--- src/hdl/tti_pkg.sv ---
// Shared types, constants and state encodings for the trajectory time interpolator.
// No dependencies; imported by tti_lerp, trajectory_time_interpolator and the testbench.
`timescale 1ns / 1ps

package tti_pkg;

  // Field widths
  localparam int TIME_W    = 31;
  localparam int VAL_W     = 32;
  localparam int NUM_LANES = 5;
  localparam int LANE_W    = $clog2(NUM_LANES);
  localparam int CNT_W     = 11;
  localparam int PROD_W    = 64;
  localparam int DIV_CNT_W = $clog2(PROD_W);

  // Default table depth
  localparam int MAX_SAMPLES_DEF = 1024;

  // Quotient magnitude clamp, two to the 33rd
  localparam int QCLAMP_W = 34;

  // Register indexes
  localparam logic REG_SAMPLE_COUNT = 1'b0;
  localparam logic REG_END_TIME     = 1'b1;

  // Item kinds
  localparam logic KIND_WRITE = 1'b0;
  localparam logic KIND_QUERY = 1'b1;

  typedef enum logic [2:0] {
    S_IDLE,
    S_SCAN,
    S_RD_LO,
    S_RD_HI,
    S_GOT,
    S_LSTART,
    S_LWAIT,
    S_EMIT
  } seq_state_t;

  typedef enum logic [1:0] {
    L_IDLE,
    L_MUL,
    L_DIV,
    L_FIN
  } lerp_state_t;

  // Operands for one lane of interpolation
  typedef struct packed {
    logic [VAL_W-1:0]  lo;
    logic [VAL_W-1:0]  hi;
    logic [TIME_W-1:0] num_mag;
    logic              num_neg;
    logic [TIME_W-1:0] den_mag;
    logic              den_neg;
  } lerp_req_t;

endpackage

--- src/hdl/tti_lerp.sv ---
// One interpolation lane: registered multiply, then a bit-serial restoring divide,
// then clamp, add and saturate. Depends on tti_pkg.
`timescale 1ns / 1ps

module tti_lerp
  import tti_pkg::*;
(
  input  logic             clk,
  input  logic             rst_n,
  input  logic             start,
  input  lerp_req_t        req,
  output logic             done,
  output logic [VAL_W-1:0] result
);

  lerp_state_t state_r, state_nxt;

  logic [VAL_W-1:0]     lo_r;
  logic [VAL_W:0]       dmag_r;
  logic                 neg_r;
  logic [TIME_W-1:0]    num_r;
  logic [TIME_W-1:0]    den_r;
  logic [PROD_W-1:0]    dvd_r;
  logic [TIME_W-1:0]    rem_r;
  logic [DIV_CNT_W-1:0] cnt_r;

  logic signed [VAL_W:0] diff;
  logic [TIME_W:0]       rem_sh;
  logic [TIME_W:0]       rem_sub;
  logic                  ge;
  logic [QCLAMP_W-1:0]   qc;
  logic signed [VAL_W+3:0] qs;
  logic signed [VAL_W+3:0] sum;

  // Operand difference
  always_comb begin
    diff = $signed({req.hi[VAL_W-1], req.hi}) - $signed({req.lo[VAL_W-1], req.lo});
  end

  // Divide step
  always_comb begin
    rem_sh  = {rem_r, dvd_r[PROD_W-1]};
    ge      = rem_sh >= {1'b0, den_r};
    rem_sub = rem_sh - {1'b0, den_r};
  end

  // Clamp quotient, restore sign, add and saturate
  always_comb begin
    if (dvd_r > {{(PROD_W-QCLAMP_W){1'b0}}, 1'b1, {(QCLAMP_W-1){1'b0}}}) begin
      qc = {1'b1, {(QCLAMP_W-1){1'b0}}};
    end else begin
      qc = dvd_r[QCLAMP_W-1:0];
    end
    qs  = neg_r ? -$signed({2'b00, qc}) : $signed({2'b00, qc});
    sum = $signed({{4{lo_r[VAL_W-1]}}, lo_r}) + qs;
    if (sum > $signed({4'b0000, 1'b0, {(VAL_W-1){1'b1}}})) begin
      result = {1'b0, {(VAL_W-1){1'b1}}};
    end else if (sum < $signed({4'b1111, 1'b1, {(VAL_W-1){1'b0}}})) begin
      result = {1'b1, {(VAL_W-1){1'b0}}};
    end else begin
      result = sum[VAL_W-1:0];
    end
  end

  // Next state
  always_comb begin
    state_nxt = state_r;
    unique case (state_r)
      L_IDLE: if (start) state_nxt = L_MUL;
      L_MUL:  state_nxt = L_DIV;
      L_DIV:  if (cnt_r == {DIV_CNT_W{1'b1}}) state_nxt = L_FIN;
      L_FIN:  state_nxt = L_IDLE;
      default: state_nxt = L_IDLE;
    endcase
  end

  // Outputs
  always_comb begin
    done = (state_r == L_FIN);
  end

  always_ff @(posedge clk) begin
    if (!rst_n) begin
      state_r <= L_IDLE;
    end else begin
      state_r <= state_nxt;
    end
  end

  // Datapath
  always_ff @(posedge clk) begin
    case (state_r)
      L_IDLE: begin
        if (start) begin
          lo_r   <= req.lo;
          dmag_r <= diff[VAL_W] ? (VAL_W+1)'(0) - diff : diff;
          neg_r  <= diff[VAL_W] ^ req.num_neg ^ req.den_neg;
          num_r  <= req.num_mag;
          den_r  <= req.den_mag;
        end
      end
      L_MUL: begin
        dvd_r <= dmag_r * num_r;
        rem_r <= '0;
        cnt_r <= '0;
      end
      L_DIV: begin
        rem_r <= ge ? rem_sub[TIME_W-1:0] : rem_sh[TIME_W-1:0];
        dvd_r <= {dvd_r[PROD_W-2:0], ge};
        cnt_r <= cnt_r + 1'b1;
      end
      default: ;
    endcase
  end

endmodule

--- config.mk ---
export PLATFORM = sky130hd
export DESIGN_NAME = tti_lerp
export DESIGN_NICKNAME = d
export VERILOG_FILES = /design/src/hdl/tti_pkg.sv /design/src/hdl/tti_lerp.sv
export SDC_FILE = /design/constraint.sdc
export NUM_CORES = 2
export LEC_CHECK = 0
export ABC_CLOCK_PERIOD_IN_PS = 24200
export BUFFER_PORTS_ARGS = -buffer_cell sky130_fd_sc_hd__buf_2
export CAP_MARGIN = 20
export CORE_ASPECT_RATIO = 1.2
export CORE_UTILIZATION = 50
export CTS_CLUSTER_DIAMETER = 150
export CTS_CLUSTER_SIZE = 40
export DETAILED_ROUTE_END_ITERATION = 7
export PLACE_DENSITY = 0.66
export SLEW_MARGIN = 20
export SYNTH_ARGS = -nofsm -noshare
export SYNTH_HDL_FRONTEND = slang
export SYNTH_SLANG_ARGS = --single-unit
export TNS_END_PERCENT = 100
--- constraint.sdc ---
create_clock -name clk -period 24.2 [get_ports clk]
set_input_delay 2.42 -clock clk [delete_from_list [all_inputs] [get_ports clk]]
set_output_delay 2.42 -clock clk [all_outputs]
set_load 0.02 [all_outputs]
==> impl_metrics.env <==
export IMPL_cts_tree="built"
export IMPL_hold_path_class="flop to flop"
export IMPL_clk_pin_slew_worst_paths_ns=0.15
export IMPL_synth_compound_area_share_pct=8.78
export IMPL_critPathCapture="result[23]"
export IMPL_reg2reg_slack_ns=15.04
export IMPL_worst_pin_slew_ns=1.08
export IMPL_cp_max_fo=31
export IMPL_grt_use_met2_pct=48.7
export IMPL_synth_simple_area_share_pct=14.8
export IMPL_synth_xor_area_share_pct=3.52
export IMPL_grt_max_degree=113
export IMPL_grt_busiest_layer="met2"
export IMPL_worstReg2RegEnd="dvd_r[62]"
export IMPL_worstSkewPairLatency_ns=0.54
export IMPL_synthFlopType="edfxtp_1"
export IMPL_netlist_top_cell_by_area="fa_1"
export IMPL_setup_ws_ns=13.00
export IMPL_yosys_register_bits=231
export IMPL_finalCritPeriodShare_pct=46.3
export IMPL_syn_area_um2=48000
export IMPL_synth_top_cell_area_share_pct=37.4
export IMPL_rsz0062_at_grt="no"
export IMPL_area_growth_pct=4.92
export IMPL_cts_buffers=11
export IMPL_setup_viol=0
export IMPL_slowest_stage="o311ai_1"
export IMPL_drv_slew=0
export IMPL_synth_mux_area_share_pct=0.755
export IMPL_grt_pass1_vias=38600
export IMPL_core_area_um2=95300
export IMPL_dp_cells=6579
export IMPL_finClkSkew_ns=0.0373
export IMPL_io_pins=164
export IMPL_post_route_min_period_ns=11.20
export IMPL_drt_iter0_markers=2206
export IMPL_worstSetupStartpointType="flop"
export IMPL_fillers=8799
export IMPL_grtUsageTotal_pct=26.5
export IMPL_synth_top_family_by_area="adder cells"
export IMPL_cts_setup_buffers=0
export IMPL_syn_inst=5354
export IMPL_fmax_mhz=89.3
export IMPL_worstPathArrival_ns=8.78
export IMPL_outcome="finished, final reports clean"
export IMPL_drc=0
export IMPL_die_y_um=342
export IMPL_grt_pass1_wl_um=205000
export IMPL_rr_worst_depth=28
export IMPL_wl_per_cell_um=18.9
export IMPL_ant_nets=0
export IMPL_max_slew_margin_pct=27.8
export IMPL_crit_type="flop to primary output"
export IMPL_avgSynthCellArea_um2=8.97
export IMPL_critical_path_max_stage_delay_ns=0.72
export IMPL_synthTopCellsByArea="fa_1, edfxtp_1, ha_1, inv_1, nand2_1"
export IMPL_dpl_instance_area_um2=50000
export IMPL_antenna_found_initial=5
export IMPL_gr_total_overflow=0
export IMPL_crit_required_ns=21.78
export IMPL_place_gp_congestion=0.943
export IMPL_clock_sinks=231
export IMPL_reg2reg_from="dmag_r[17]"
export IMPL_wirelength_um=125000
export IMPL_drv_cap=0
export IMPL_hold_viol=0
export IMPL_die_w_um=285
export IMPL_synth_adder_area_share_pct=46.9
export IMPL_die_area_um2=97300
export IMPL_startpoint="dvd_r[8]"
export IMPL_root_buffer="clkbuf_16"
export IMPL_grt_use_met3_pct=2.46
export IMPL_cts_htree_levels=1
export IMPL_clock_path_buffers=3
export IMPL_yosys_warnings=0
export IMPL_end_kind="primary output"
export IMPL_synthArstFlopShare_pct=0
export IMPL_place_port_buffers=163
export IMPL_final_area_um2=50400
export IMPL_cts_hold_buf=0
export IMPL_final_layout_size_suffix_gt1_share_pct=5.72
export IMPL_place_hpwl_um=100000
export IMPL_drtPass1Iterations=7
export IMPL_yosysSeqAreaShare_pct=14.4
export IMPL_layout_nets=6724
export IMPL_std_cell_rows=124
export IMPL_preCtsSetupSlack_ns=13.62
export IMPL_cts_resized_gates=0
export IMPL_synth_edf_count=229
export IMPL_initial_core_util_pct=50.4
export IMPL_synth_nets=6746
export IMPL_viasPerCell=5.51
export IMPL_tns_ns=0
export IMPL_stdcell_count=6597
export IMPL_ys_types=79
export IMPL_met1_usage_pct=32.6
export IMPL_via_count=36400
## synth_stat cells (all sizes together), types with 25 or more instances
cell    count
nor3       32
a21o       81
and2      199
nor2      109
nand2    1026
clkbuf    254
a21oi     164
inv      1112
mux2i      25
o21ai     192
o31ai      26
nor2b      48
xnor2      96
nand3      39
xor2       96
edfxtp    229
fa        898
ha        363
## sequential cells by signal (all words and copies together) (netlist names)
| signal | flops |
|---|---|
| dvd_r | 64 |
| dmag_r | 33 |
| lo_r | 32 |
| den_r | 31 |
| num_r | 31 |
| rem_r | 31 |
| cnt_r | 6 |
| state_r | 2 |
| neg_r | 1 |
## metrics by stage
step / util [%] / hold WS (ns)
CTS: 52.9 / 0.524
finish: 52.9 / 0.519
floorplan: - / 0.484
detailed placement: 52.5 / 0.505
global route: 52.9 / 0.580
global placement: 52.5 / 0.503
## layer usage
layer	up-vias	wire, um
li1	16500	-
met1	18600	49400
met2	1019	65000
met3	261	5680
met4	2	4490
met5	-	12
## cell type report
type,instances,area (um2),share of cell area (%)
inverter,1112,4170,8.28
sequential,231,6920,13.7
clock inverter,6,124,0.246
multi-input combinational,3741,36000,71.4
timing repair buffer,235,1360,2.69
clock buffer,11,275,0.546
tap,1260,1580,3.13
antenna,1,2.50,0.00496
## layout by cell type (no fill, tap or decap), types with 72 or more instances in the layout
master    count
o21ai_0     159
edfxtp_1    229
and2_1      198
a21oi_1     164
ha_1        361
nor2_1      109
xnor2_1      96
buf_2       163
nand2_1    1026
a21o_1       81
inv_1      1112
xor2_1       95
buf_4        72
fa_1        898
## critical path, delay by kind of cell, from the launching register on
| kind | cells | cell delay [ns] |
|---|---|---|
| compound gates | 9 | 3.22 |
| flops | 1 | 0.49 |
| simple gates | 12 | 3.47 |
| buf+inv | 3 | 0.51 |
| fa+ha+maj | 2 | 0.53 |
## how the worst min path moves through the flow
stage	startpoint	end	slack, ns	cells past startpoint
after floorplan	state_r[0]	state_r[0]	0.48	2
after global placement	state_r[0]	state_r[0]	0.50	2
after detailed placement	state_r[0]	state_r[0]	0.50	2
after CTS	state_r[0]	state_r[0]	0.52	2
after global routing	state_r[0]	state_r[0]	0.58	2
final	state_r[0]	state_r[0]	0.52	2
## kinds of logic after synthesis
kind of cell	after synthesis
AND/OR/NAND/NOR	1593
AO/OA/AOI/OAI	660
XOR/XNOR	192
multiplexers	35
buffers and inverters	1382
adder cells (fa/ha/maj)	1261
flip-flops	231
Power is left out: the tool's default activity adds up to more than one toggle a clock period on the data nets, which glitch-free logic cannot reach.
